### src/rtl/efl_pkg.sv
package efl_pkg;

   // Register indexes of the configuration port
   localparam logic [1:0] CSR_LIMIT_THRESHOLD = 2'd0;
   localparam logic [1:0] CSR_LIMIT_RATIO     = 2'd1;
   localparam logic [1:0] CSR_ATTACK_COEF     = 2'd2;
   localparam logic [1:0] CSR_RELEASE_COEF    = 2'd3;

   localparam int CSR_INDEX_BITS = 2;
   localparam int CSR_DATA_BITS  = 16;
   localparam int LIMIT_BITS     = 15;
   localparam int COEF_BITS      = 16;
   localparam int ENV_BITS       = 32;

   // Reset values of the configuration registers
   localparam logic [LIMIT_BITS-1:0] THRESHOLD_RESET = 15'd19661;
   localparam logic [LIMIT_BITS-1:0] RATIO_RESET     = 15'd3277;
   localparam logic [COEF_BITS-1:0]  ATTACK_RESET    = 16'd64722;
   localparam logic [COEF_BITS-1:0]  RELEASE_RESET   = 16'd65508;

   typedef enum logic [3:0] {
      ST_IDLE,
      ST_SQUARE,
      ST_SATURATE,
      ST_MUL_RISE,
      ST_MUL_HOLD,
      ST_UPDATE,
      ST_ROOT_INIT,
      ST_ROOT,
      ST_DONE
   } efl_state_type;

   // Commands from the controller to the datapath, one step each
   typedef struct packed {
      logic load;
      logic square;
      logic saturate;
      logic mul_rise;
      logic mul_hold;
      logic update;
      logic root_init;
      logic root_step;
      logic out_load;
   } efl_cmd_type;

   typedef struct packed {
      logic out_free;
   } efl_status_type;

endpackage

### src/rtl/efl_ctrl.sv
module efl_ctrl #(
   parameter int SAMPLE_BITS = 16
) (
   input  logic                    clock,
   input  logic                    reset,
   input  logic                    req_valid,
   output logic                    req_stall,
   input  efl_pkg::efl_status_type status,
   output efl_pkg::efl_cmd_type    cmd
);
   import efl_pkg::*;

   localparam int CNT_BITS = $clog2(SAMPLE_BITS);
   localparam logic [CNT_BITS-1:0] CNT_LAST = CNT_BITS'(SAMPLE_BITS - 2);

   efl_state_type        state_ff, state_in;
   logic [CNT_BITS-1:0]  cnt_ff, cnt_in;

   // Next state
   always_comb begin
      state_in = state_ff;
      unique case (state_ff)
         ST_IDLE:      if (req_valid) state_in = ST_SQUARE;
         ST_SQUARE:    state_in = ST_SATURATE;
         ST_SATURATE:  state_in = ST_MUL_RISE;
         ST_MUL_RISE:  state_in = ST_MUL_HOLD;
         ST_MUL_HOLD:  state_in = ST_UPDATE;
         ST_UPDATE:    state_in = ST_ROOT_INIT;
         ST_ROOT_INIT: state_in = ST_ROOT;
         ST_ROOT:      if (cnt_ff == CNT_LAST) state_in = ST_DONE;
         ST_DONE:      if (status.out_free) state_in = ST_IDLE;
         default:      state_in = ST_IDLE;
      endcase
   end

   // Root step counter
   always_comb begin
      cnt_in = cnt_ff;
      if (state_ff == ST_ROOT_INIT) begin
         cnt_in = '0;
      end else if (state_ff == ST_ROOT) begin
         cnt_in = cnt_ff + CNT_BITS'(1);
      end
   end

   // Outputs
   always_comb begin
      cmd       = '0;
      req_stall = 1'b1;
      unique case (state_ff)
         ST_IDLE: begin
            req_stall = 1'b0;
            cmd.load  = req_valid;
         end
         ST_SQUARE:    cmd.square    = 1'b1;
         ST_SATURATE:  cmd.saturate  = 1'b1;
         ST_MUL_RISE:  cmd.mul_rise  = 1'b1;
         ST_MUL_HOLD:  cmd.mul_hold  = 1'b1;
         ST_UPDATE:    cmd.update    = 1'b1;
         ST_ROOT_INIT: cmd.root_init = 1'b1;
         ST_ROOT:      cmd.root_step = 1'b1;
         ST_DONE:      cmd.out_load  = status.out_free;
         default:      cmd = '0;
      endcase
   end

   always_ff @(posedge clock) begin
      if (reset) begin
         state_ff <= ST_IDLE;
         cnt_ff   <= '0;
      end else begin
         state_ff <= state_in;
         cnt_ff   <= cnt_in;
      end
   end

   // One step per cycle at most
   a_cmd_onehot: assert property (@(posedge clock) disable iff (reset) $onehot0(cmd))
      else $error("more than one datapath command");

   // A result is only written when the output register can take it
   a_out_free: assert property (@(posedge clock) disable iff (reset)
      cmd.out_load |-> status.out_free)
      else $error("result loaded over a pending one");

   // The root runs exactly SAMPLE_BITS-1 steps
   a_root_len: assert property (@(posedge clock) disable iff (reset)
      (state_ff == ST_ROOT && cnt_ff == CNT_LAST) |=> state_ff == ST_DONE)
      else $error("square root did not finish on time");

   // An accepted item starts the sequence
   a_start: assert property (@(posedge clock) disable iff (reset)
      cmd.load |=> state_ff == ST_SQUARE)
      else $error("accepted item did not start");

endmodule

### src/rtl/efl_dpath.sv
module efl_dpath #(
   parameter int SAMPLE_BITS = 16
) (
   input  logic                                   clock,
   input  logic                                   reset,
   input  efl_pkg::efl_cmd_type                   cmd,
   output efl_pkg::efl_status_type                status,
   input  logic signed [SAMPLE_BITS-1:0]          req_sample_in,
   input  logic                                   req_block_end_in,
   output logic                                   rsp_valid,
   input  logic                                   rsp_stall,
   output logic signed [SAMPLE_BITS-1:0]          rsp_sample_out,
   output logic        [SAMPLE_BITS-1:0]          rsp_level_out,
   output logic                                   rsp_block_end_out,
   input  logic                                   csr_we,
   input  logic [efl_pkg::CSR_INDEX_BITS-1:0]     csr_index,
   input  logic [efl_pkg::CSR_DATA_BITS-1:0]      csr_wdata
);
   import efl_pkg::*;

   localparam int SB   = SAMPLE_BITS;
   localparam int FB   = SAMPLE_BITS - 1;
   localparam int RW   = 2 * FB;
   localparam int SQ_L = (RW <= ENV_BITS) ? ENV_BITS - RW : 0;
   localparam int SQ_R = (RW > ENV_BITS)  ? RW - ENV_BITS : 0;
   localparam int TH_L = (FB >= LIMIT_BITS) ? FB - LIMIT_BITS : 0;
   localparam int TH_R = (FB < LIMIT_BITS)  ? LIMIT_BITS - FB : 0;
   localparam int ACC_BITS = ENV_BITS + COEF_BITS + 1;

   // Configuration registers
   logic [LIMIT_BITS-1:0] thr_cfg_ff, thr_cfg_in;
   logic [LIMIT_BITS-1:0] ratio_ff, ratio_in;
   logic [COEF_BITS-1:0]  attack_ff, attack_in;
   logic [COEF_BITS-1:0]  release_ff, release_in;

   // Item and working registers
   logic [SB-1:0]         mag_ff, mag_in;
   logic                  neg_ff, neg_in;
   logic                  blk_ff, blk_in;
   logic [63:0]           prod_ff, prod_in;
   logic [ENV_BITS-1:0]   sq32_ff, sq32_in;
   logic [COEF_BITS-1:0]  g_ff, g_in;
   logic                  over_ff, over_in;
   logic [SB-1:0]         thr_ff, thr_in;
   logic [SB-1:0]         excess_ff, excess_in;
   logic [ACC_BITS-1:0]   acc_ff, acc_in;
   logic [ENV_BITS-1:0]   env_ff, env_in;
   logic [SB-1:0]         om_ff, om_in;
   logic [RW-1:0]         rad_ff, rad_in;
   logic [FB+1:0]         rem_ff, rem_in;
   logic [FB-1:0]         root_ff, root_in;

   // Output register
   logic                  rsp_valid_ff, rsp_valid_in;
   logic [SB-1:0]         rsp_sample_ff, rsp_sample_in;
   logic [SB-1:0]         rsp_level_ff, rsp_level_in;
   logic                  rsp_blk_ff, rsp_blk_in;

   logic [31:0]           mul_a, mul_b;
   logic [63:0]           sq_wide, thr_wide, rad_wide;
   logic [ACC_BITS:0]     acc_sum;
   logic [FB+1:0]         rem_sh, trial;
   logic                  ge;

   // Configuration writes
   always_comb begin
      thr_cfg_in = thr_cfg_ff;
      ratio_in   = ratio_ff;
      attack_in  = attack_ff;
      release_in = release_ff;
      if (csr_we) begin
         unique case (csr_index)
            CSR_LIMIT_THRESHOLD: thr_cfg_in = csr_wdata[LIMIT_BITS-1:0];
            CSR_LIMIT_RATIO:     ratio_in   = csr_wdata[LIMIT_BITS-1:0];
            CSR_ATTACK_COEF:     attack_in  = csr_wdata[COEF_BITS-1:0];
            CSR_RELEASE_COEF:    release_in = csr_wdata[COEF_BITS-1:0];
            default:             thr_cfg_in = thr_cfg_ff;
         endcase
      end
   end

   // Input capture: magnitude and sign
   always_comb begin
      mag_in = mag_ff;
      neg_in = neg_ff;
      blk_in = blk_ff;
      if (cmd.load) begin
         neg_in = req_sample_in[SB-1];
         mag_in = req_sample_in[SB-1] ? (~req_sample_in + 1'b1) : req_sample_in;
         blk_in = req_block_end_in;
      end
   end

   // Shared multiplier, operands picked by step
   always_comb begin
      mul_a = '0;
      mul_b = '0;
      if (cmd.square) begin
         mul_a = 32'(mag_ff);
         mul_b = 32'(mag_ff);
      end else if (cmd.mul_rise) begin
         mul_a = 32'(17'h10000 - {1'b0, g_ff});
         mul_b = sq32_ff;
      end else if (cmd.mul_hold) begin
         mul_a = 32'(g_ff);
         mul_b = env_ff;
      end else if (cmd.update) begin
         mul_a = 32'(ratio_ff);
         mul_b = 32'(excess_ff);
      end
      prod_in = mul_a * mul_b;
   end

   // Square to a 32-bit fraction, coefficient select, knee compare
   always_comb begin
      sq_wide   = (prod_ff << SQ_L) >> SQ_R;
      thr_wide  = (64'(thr_cfg_ff) << TH_L) >> TH_R;
      sq32_in   = sq32_ff;
      g_in      = g_ff;
      thr_in    = thr_ff;
      over_in   = over_ff;
      excess_in = excess_ff;
      if (cmd.saturate) begin
         sq32_in   = (|sq_wide[63:32]) ? '1 : sq_wide[31:0];
         g_in      = (sq32_in > env_ff) ? attack_ff : release_ff;
         thr_in    = thr_wide[SB-1:0];
         over_in   = mag_ff > thr_wide[SB-1:0];
         excess_in = mag_ff - thr_wide[SB-1:0];
      end
   end

   // One-pole filter accumulate and envelope update
   always_comb begin
      acc_in  = acc_ff;
      env_in  = env_ff;
      acc_sum = {1'b0, acc_ff} + (ACC_BITS + 1)'(prod_ff[ACC_BITS-1:0]);
      if (cmd.mul_hold) begin
         acc_in = prod_ff[ACC_BITS-1:0];
      end
      if (cmd.update) begin
         env_in = acc_sum[COEF_BITS +: ENV_BITS];
      end
   end

   // Limited magnitude and square root
   always_comb begin
      rad_wide = (64'(env_ff) << SQ_R) >> SQ_L;
      om_in    = om_ff;
      rad_in   = rad_ff;
      rem_in   = rem_ff;
      root_in  = root_ff;
      rem_sh   = {rem_ff[FB-1:0], rad_ff[RW-1 -: 2]};
      trial    = {root_ff, 2'b01};
      ge       = rem_sh >= trial;
      if (cmd.root_init) begin
         om_in   = over_ff ? (thr_ff + prod_ff[LIMIT_BITS +: SB]) : mag_ff;
         rad_in  = rad_wide[RW-1:0];
         rem_in  = '0;
         root_in = '0;
      end else if (cmd.root_step) begin
         rad_in  = rad_ff << 2;
         rem_in  = ge ? (rem_sh - trial) : rem_sh;
         root_in = {root_ff[FB-2:0], ge};
      end
   end

   // Output register
   always_comb begin
      rsp_valid_in  = rsp_valid_ff & rsp_stall;
      rsp_sample_in = rsp_sample_ff;
      rsp_level_in  = rsp_level_ff;
      rsp_blk_in    = rsp_blk_ff;
      if (cmd.out_load) begin
         rsp_valid_in  = 1'b1;
         rsp_sample_in = neg_ff ? (~om_ff + 1'b1) : om_ff;
         rsp_level_in  = {1'b0, root_ff};
         rsp_blk_in    = blk_ff;
      end
   end

   assign status.out_free   = ~rsp_valid_ff | ~rsp_stall;
   assign rsp_valid         = rsp_valid_ff;
   assign rsp_sample_out    = rsp_sample_ff;
   assign rsp_level_out     = rsp_level_ff;
   assign rsp_block_end_out = rsp_blk_ff;

   // Control state and configuration
   always_ff @(posedge clock) begin
      if (reset) begin
         thr_cfg_ff   <= THRESHOLD_RESET;
         ratio_ff     <= RATIO_RESET;
         attack_ff    <= ATTACK_RESET;
         release_ff   <= RELEASE_RESET;
         env_ff       <= '0;
         rsp_valid_ff <= 1'b0;
      end else begin
         thr_cfg_ff   <= thr_cfg_in;
         ratio_ff     <= ratio_in;
         attack_ff    <= attack_in;
         release_ff   <= release_in;
         env_ff       <= env_in;
         rsp_valid_ff <= rsp_valid_in;
      end
   end

   // Payload
   always_ff @(posedge clock) begin
      mag_ff        <= mag_in;
      neg_ff        <= neg_in;
      blk_ff        <= blk_in;
      prod_ff       <= prod_in;
      sq32_ff       <= sq32_in;
      g_ff          <= g_in;
      thr_ff        <= thr_in;
      over_ff       <= over_in;
      excess_ff     <= excess_in;
      acc_ff        <= acc_in;
      om_ff         <= om_in;
      rad_ff        <= rad_in;
      rem_ff        <= rem_in;
      root_ff       <= root_in;
      rsp_sample_ff <= rsp_sample_in;
      rsp_level_ff  <= rsp_level_in;
      rsp_blk_ff    <= rsp_blk_in;
   end

   // The envelope only moves on the update step
   a_env_hold: assert property (@(posedge clock) disable iff (reset)
      !cmd.update |=> $stable(env_ff))
      else $error("envelope changed outside update");

   // The limiter never raises the magnitude
   a_om_bound: assert property (@(posedge clock) disable iff (reset)
      cmd.root_step |-> om_ff <= mag_ff)
      else $error("limited magnitude above input");

   // The partial remainder stays below twice the root plus one
   a_rem_bound: assert property (@(posedge clock) disable iff (reset)
      cmd.root_step |=> rem_ff <= {root_ff, 1'b0})
      else $error("square root remainder out of range");

endmodule

### src/rtl/envelope_follower_limiter_core.sv
// Envelope follower with hard-knee limiter.
// Input channel req_*: one signed audio sample per item plus a buffer-end mark.
// Result channel rsp_*: one item per input: the limited sample, the level
// (square root of the smoothed square) and the buffer-end mark.
// Handshake: an item moves on a clock edge with valid high and stall low.
// Configuration: csr_we writes csr_wdata into register csr_index
// (0 threshold, 1 ratio, 2 attack coefficient, 3 release coefficient);
// write only while no item is in flight.
// The block takes no new item until the last one has reached the output
// register; the bit-serial square root, one result bit per cycle, takes most
// of the time, and one shared multiplier does the square, both filter taps and
// the ratio product. A finished result sits in the output register; the next
// item is taken and worked on while it waits, and only the final write-back
// waits for a stalled receiver.
// Reset: registers go to their defaults, the envelope to zero, no result valid.
module envelope_follower_limiter_core #(
   parameter int SAMPLE_BITS = 16
) (
   input  logic                                   clock,
   input  logic                                   reset,
   input  logic                                   req_valid,
   output logic                                   req_stall,
   input  logic signed [SAMPLE_BITS-1:0]          req_sample_in,
   input  logic                                   req_block_end_in,
   output logic                                   rsp_valid,
   input  logic                                   rsp_stall,
   output logic signed [SAMPLE_BITS-1:0]          rsp_sample_out,
   output logic        [SAMPLE_BITS-1:0]          rsp_level_out,
   output logic                                   rsp_block_end_out,
   input  logic                                   csr_we,
   input  logic [efl_pkg::CSR_INDEX_BITS-1:0]     csr_index,
   input  logic [efl_pkg::CSR_DATA_BITS-1:0]      csr_wdata
);
   import efl_pkg::*;

   efl_cmd_type    cmd;
   efl_status_type status;

   efl_ctrl #(
      .SAMPLE_BITS (SAMPLE_BITS)
   ) u_ctrl (
      .clock     (clock),
      .reset     (reset),
      .req_valid (req_valid),
      .req_stall (req_stall),
      .status    (status),
      .cmd       (cmd)
   );

   efl_dpath #(
      .SAMPLE_BITS (SAMPLE_BITS)
   ) u_dpath (
      .clock             (clock),
      .reset             (reset),
      .cmd               (cmd),
      .status            (status),
      .req_sample_in     (req_sample_in),
      .req_block_end_in  (req_block_end_in),
      .rsp_valid         (rsp_valid),
      .rsp_stall         (rsp_stall),
      .rsp_sample_out    (rsp_sample_out),
      .rsp_level_out     (rsp_level_out),
      .rsp_block_end_out (rsp_block_end_out),
      .csr_we            (csr_we),
      .csr_index         (csr_index),
      .csr_wdata         (csr_wdata)
   );

endmodule

### config.mk
export PLATFORM = sky130hd
export DESIGN_NAME = envelope_follower_limiter_core
export DESIGN_NICKNAME = d
export VERILOG_FILES = /design/src/rtl/efl_pkg.sv /design/src/rtl/efl_ctrl.sv /design/src/rtl/efl_dpath.sv /design/src/rtl/envelope_follower_limiter_core.sv
export SDC_FILE = /design/constraint.sdc
export NUM_CORES = 2
export LEC_CHECK = 0
export BUFFER_PORTS_ARGS = -buffer_cell sky130_fd_sc_hd__clkbuf_2
export CAP_MARGIN = 15
export CORE_MARGIN = 4
export CORE_UTILIZATION = 30
export CTS_CLUSTER_DIAMETER = 120
export CTS_CLUSTER_SIZE = 8
export DETAILED_ROUTE_END_ITERATION = 8
export GPL_ROUTABILITY_DRIVEN = 0
export PLACE_DENSITY = 0.46
export SLEW_MARGIN = 0
export SYNTH_ARGS = -nofsm -noshare
export SYNTH_HDL_FRONTEND = slang
export SYNTH_SLANG_ARGS = --single-unit
### constraint.sdc
create_clock -name clock -period 12.55 [get_ports clock]
set_input_delay 2.51 -clock clock [delete_from_list [all_inputs] [get_ports clock]]
set_output_delay 2.51 -clock clock [all_outputs]
set_load 0.01 [all_outputs]
# Word-level counts from Yosys, hierarchy flattened
# Cells that the tools add are included.
[totals] ff_bits=419 out_inout_bits=35 wordCells=100 inputBits=40
[op_classes] magnitude_cmp=3 reduce_logical=10 n_eq_ne=15 n_mux=31 n_mul=1 n_addsub=8 bitwise=6
[ops] cell="$mux W32" count=7
[ops] cell="$mux W16" count=4
[ops] cell="$mul A32 B32 Y62" count=1
[ops] cell="$mux W30" count=2
[ops] cell="$add A48 B48 Y48" count=1
[ops] cell="$mux W15" count=3
[ops] cell="$pmux W4 S9" count=1
[ops] cell="$add A16 B1 Y16 const B" count=2
[ops] cell="$gt A32 B32 Y1" count=1
[ops] cell="$not A16 Y16" count=2
[ops] cell="$reduce_or A32 Y1" count=1
[ops] cell="$sub A17 B16 Y18 const A" count=1
[ops] cell="$ge A17 B17 Y1" count=1
[ops] cell="$add A15 B16 Y16" count=1
[ops] cell="$eq A4 B3 Y1 const B" count=4
[ops] cell="$gt A16 B15 Y1" count=1
[ops] cell="$sub A16 B15 Y16" count=1
[ops] cell="$sub A15 B15 Y15" count=1
[ops] cell="$mux W4" count=3
[ops] cell="$mux W1" count=11
[ops] cell="$eq A4 B2 Y1 const B" count=2
[ops] cell="$eq A4 B4 Y1 const B" count=2
[ops] cell="$reduce_and A2 Y1" count=4
[ops] cell="$add A4 B1 Y4 const B" count=1
[ops] cell="other kinds (13)" count=16

# Depth between registers and ports, before layout
[logic_depth] depth_word=7 ltp_mapped=39 ltp_nobuf=38

# By module
# From an unflattened synthesis, not the netlist that was laid out.
[hier_totals] hier_cells=4250 hier_area_um2=39500.4
[modules_own_cells] module="efl_dpath" cells_each=4187 instances=1 area_each_um2=38994.9
[modules_own_cells] module="efl_ctrl" cells_each=63 instances=1 area_each_um2=505.5

# Least setup slack after synthesis
# OpenSTA, ideal clock, no wires.
[synth_timing] kind="reg-to-reg" from="register u_ctrl.state_ff[1]" to="register u_dpath.prod_ff[42]" setup_ns=0.123 synth_period_minus_slack_ns=9.814 arrival_time_ns=9.691 path_stages_with_launch=36 path_slack_ns=2.736 t_required_ns=12.427 path_cell_list="dfxtp_1 clkbuf_1 nand2b_1 nor3_1 clkbuf_1 clkbuf_1 buf_1 clkbuf_1 a22o_1 nand2_1 fa_1 inv_1 ha_1 inv_1 fa_1 inv_1 ha_1 fa_1 inv_1 fa_1 inv_1 fa_1 inv_1 fa_1 inv_1 ha_1 nand2_1 o21ai_0 a2111oi_0 o21ai_0 a21oi_2 o211ai_1 a2111o_1 a221oi_1 o21bai_1 xor2_1"
[synth_via] elab_chain_len=7
[synth_lines] element="from (decl)" line="efl_ctrl.sv:16" source="efl_state_type state_ff, state_in;"
[synth_lines] element="from (signal assigned)" line="efl_ctrl.sv:72" source="state_ff <= state_in;"
[synth_lines] element="$eq A4 B3 Y1" line="efl_ctrl.sv:50" source="unique case (state_ff)"
[synth_lines] element="$mux W1" line="efl_ctrl.sv:50"
[synth_lines] element="$mux W15 / $mux W16 (equally long branches)" line="efl_dpath.sv:107" source="end else if (cmd.update) begin"
[synth_lines] element="$mux W32" line="efl_dpath.sv:104" source="end else if (cmd.mul_hold) begin"
[synth_lines] element="$mux W32" line="efl_dpath.sv:101" source="end else if (cmd.mul_rise) begin"
[synth_lines] element="$mux W32" line="efl_dpath.sv:98" source="if (cmd.square) begin"
[synth_lines] element="$mul A32 B32 Y62 *" line="efl_dpath.sv:111" source="prod_in = mul_a * mul_b;"
[synth_lines] element="net u_dpath.prod_in[42]" line="efl_dpath.sv:40" source="logic [63:0] prod_ff, prod_in;"
[synth_lines] element="to (signal assigned)" line="efl_dpath.sv:211" source="prod_ff <= prod_in;"
[synth_lines] element="to (decl)" line="efl_dpath.sv:40"
# The timed path passes the listed nets; every way through them passes the cells marked *.
# A chain may end at the register's enable or synchronous reset.

# Worst setup path after layout
[layout_timing] from="register u_ctrl.state_ff[0]" to="register u_dpath.prod_ff[42]"
# The elaborated chain is that of the path after synthesis.

==> flow_metrics.env <==
export IMPL_syn_num_nets=4986
export IMPL_setup_viol=0
export IMPL_fin_setup_tns_ns=0
export IMPL_gr_usage_met1=0.270
export IMPL_vias_per_cell=4.99
export IMPL_dpl_worst_slack_ns=2.22
export IMPL_drt_iter0_drc=2348
export IMPL_wl_per_cell_um=21.7
export IMPL_critPathCaptureType="flip-flop"
export IMPL_fin_ws_ns=2.05
export IMPL_ir_drop_v=0.000110
export IMPL_syn_area_per_cell_um2=9.41
export IMPL_die_w_um=367
export IMPL_required_ns=13.05
export IMPL_clockBufferDepth=3
export IMPL_r2r_end="u_dpath.prod_ff[42]"
export IMPL_min_from="u_dpath.blk_ff"
export IMPL_grt_pass1_wl_um=195000
export IMPL_crit_start="u_ctrl.state_ff[0]"
export IMPL_ys_ff_latch=409
export IMPL_cts_root_buf="clkbuf_16"
export IMPL_core_um2=128000
export IMPL_cp_common_cell="fa_1"
export IMPL_dr_pass1_iters=6
export IMPL_arrival_ns=10.99
export IMPL_power_density_nw_per_um2=138
export IMPL_min_path_cells=0
export IMPL_post_cts_repair_setup_buffers=0
export IMPL_grtUsageMet3=0.0251
export IMPL_gr_usage_all_layers=0.190
export IMPL_initial_utilization=0.302
export IMPL_drv_slew=0
export IMPL_grt_pass1_vias=30200
export IMPL_path_clk_slew_ns=0.06
export IMPL_min_to="u_dpath.rsp_block_end_out"
export IMPL_clock_sinks=409
export IMPL_drive_gt1_frac=0.0686
export IMPL_synthCells=4104
export IMPL_dp_hpwl_um=99600
export IMPL_rr_worst_depth=31
export IMPL_die_h_um=367
export IMPL_min_path_type="reg2reg"
export IMPL_synth_flop_cell="edfxtp_1"
export IMPL_grt_antenna_before_repair=4
export IMPL_slowest_stage="a31oi_1"
export IMPL_grt_max_degree=78
export IMPL_stdcell_count=5846
export IMPL_h_tree_depth=2
export IMPL_synth_cell_types=85
export IMPL_area_delta_synth_final_pct=10.6
export IMPL_finClkSkew_ns=0.0414
export IMPL_netlist_area_um2=38600
export IMPL_r2r_start="u_ctrl.state_ff[0]"
export IMPL_grt_util_met2=0.304
export IMPL_io_pins=75
export IMPL_crit_fanout=24
export IMPL_cts_tree="yes"
export IMPL_nNetsFinal=5017
export IMPL_power_uw=5880
export IMPL_fin_area_um2=42700
export IMPL_place_area_um2=41000
export IMPL_port_buffers=73
export IMPL_max_cap_violations=0
export IMPL_drc_errors=0
export IMPL_n_fill_cell=13100
export IMPL_max_freq_ghz=0.0953
export IMPL_rows=131
export IMPL_tightest_slew_ns=1.23
export IMPL_synth_edf_count=223
export IMPL_die_area_um2=135000
export IMPL_status="finished clean"
export IMPL_rsz0062_at_grt="false"
export IMPL_cts_hold_buffers=0
export IMPL_finalCritPeriodShare=0.836
export IMPL_clk_insertion_delay_late_ns=0.65
export IMPL_vias=29200
export IMPL_startpoint_type="flip-flop"
export IMPL_hold_viol=0
export IMPL_drtAntennaViolNets=0
export IMPL_grt_busiest_layer="met2"
export IMPL_regToRegSetupSlack_ns=2.05
export IMPL_max_stage_delay_ns=1.02
export IMPL_yosysSeqAreaShare=0.270
export IMPL_async_flop_share=0
export IMPL_period_needed_ns=10.50
export IMPL_cts_resized=0
export IMPL_maxSlewHeadroom=0.175
export IMPL_cts_buffers=58
export IMPL_grt_overflow_total=0
export IMPL_synth_warnings=0
export IMPL_dp_cells=5736
export IMPL_wl_um=127000
export IMPL_crit_type="reg2reg"
export IMPL_leakage_uw=0.0195
## worst max path at each step
stage / end / slack [ns] / depth (start not counted)
floorplan: u_dpath.prod_ff[42] / 2.74 / 35
global placement: u_dpath.prod_ff[42] / 2.22 / 31
detailed placement: u_dpath.prod_ff[42] / 2.22 / 37
CTS: u_dpath.prod_ff[42] / 2.15 / 31
global route: u_dpath.prod_ff[42] / 1.38 / 31
finish: u_dpath.prod_ff[42] / 2.05 / 31
## synth_stat cells, drive strengths merged, types with 9 or more instances
master,instances,share of area
or3,47,0.0076
a211o,14,0.0032
nor4,10,0.0016
and3,17,0.0028
a31oi,15,0.0026
edfxtp,223,0.17
a211oi,12,0.0023
nor2b,20,0.0032
a22oi,33,0.0064
nand2b,30,0.0049
nand3b,39,0.0076
a21boi,11,0.0022
nand3,31,0.0040
a21oi,190,0.025
mux2i,11,0.0029
clkbuf,149,0.014
o211ai,11,0.0023
buf,15,0.0017
o31ai,19,0.0037
xor2,46,0.010
a22o,17,0.0039
o21ai,155,0.020
o21a,24,0.0047
o22ai,17,0.0028
ha,392,0.13
o21bai,18,0.0036
nor2,451,0.044
fa,450,0.23
nor3,38,0.0049
a2111oi,9,0.0024
and2,9,0.0015
a221oi,9,0.0020
dfxtp,186,0.096
or2,20,0.0032
inv,611,0.059
nand4,21,0.0034
nand2,480,0.047
xnor2,90,0.020
a21o,70,0.014
mux2,26,0.0076
## through the flow
step	hold slack [ns]	util
CTS	0.421	0.334
floorplan	0.400	-
global placement	0.404	0.321
detailed placement	0.409	0.321
global route	0.436	0.335
finish	0.425	0.335
## layout by cell type (no fill, tap or decap), drive strengths merged, types with 46 or more instances in the layout
| cell type | count |
|---|---|
| ha | 392 |
| a21oi | 190 |
| edfxtp | 223 |
| buf | 63 |
| or3 | 47 |
| nor2 | 451 |
| inv | 612 |
| o21ai | 155 |
| dfxtp | 186 |
| nand2 | 480 |
| clkbuf | 175 |
| fa | 450 |
| xnor2 | 90 |
| xor2 | 46 |
| a21o | 70 |
## worst max-delay path: cells and delay by family, from the launching register on
kind / cells / cell delay [ns]
buffers and inverters: 7 / 0.35
xor gates and xnor gates: 1 / 0.15
AOI/OAI and AO/OA: 10 / 3.70
adders and majority gates: 9 / 4.41
DFF: 1 / 0.47
and+or+nand+nor: 4 / 1.25
## registers in the layout, summed over array words and instances (netlist names), 30 cells and up
name and flops:
u_dpath.prod_ff 53, u_dpath.acc_ff 48, u_dpath.env_ff 32, u_dpath.sq32_ff 31, u_dpath.rad_ff 30
## per-layer routing
layer  part of all wire  up-vias
li1                   -    13600
met1               0.47    14700
met2               0.45      774
met3              0.057      144
met4              0.027        0
met5                  0        -
## power by group
part | leakage [uW] | internal (uW) | switching, uW
logic | 0.0151 | 970 | 1630
clock network | 0.000809 | 887 | 622
registers | 0.00355 | 1600 | 169
## logic make-up (layout without fill, tap and decap cells)
group,after synthesis,in the layout,synth area share
xor gates and xnor gates,136,136,0.0308
and+or+nand+nor,1233,1233,0.140
other,1,2,0.0000971
AOI/OAI and AO/OA,670,670,0.113
buffers and inverters,776,855,0.0757
adders and majority gates,842,842,0.360
muxes,37,37,0.0104
DFF,409,409,0.270
## layout make-up
type	count	area (um^2)	share of cell area
multi-input combinational	2919	25400	0.594
timing repair buffer	135	841	0.0197
sequential	409	10400	0.244
tap	1662	2080	0.0487
antenna	1	2.50	0.0000586
clock inverter	5	103	0.00240
clock buffer	103	1620	0.0379
inverter	612	2300	0.0538
(Power assumes the default switching activity.)
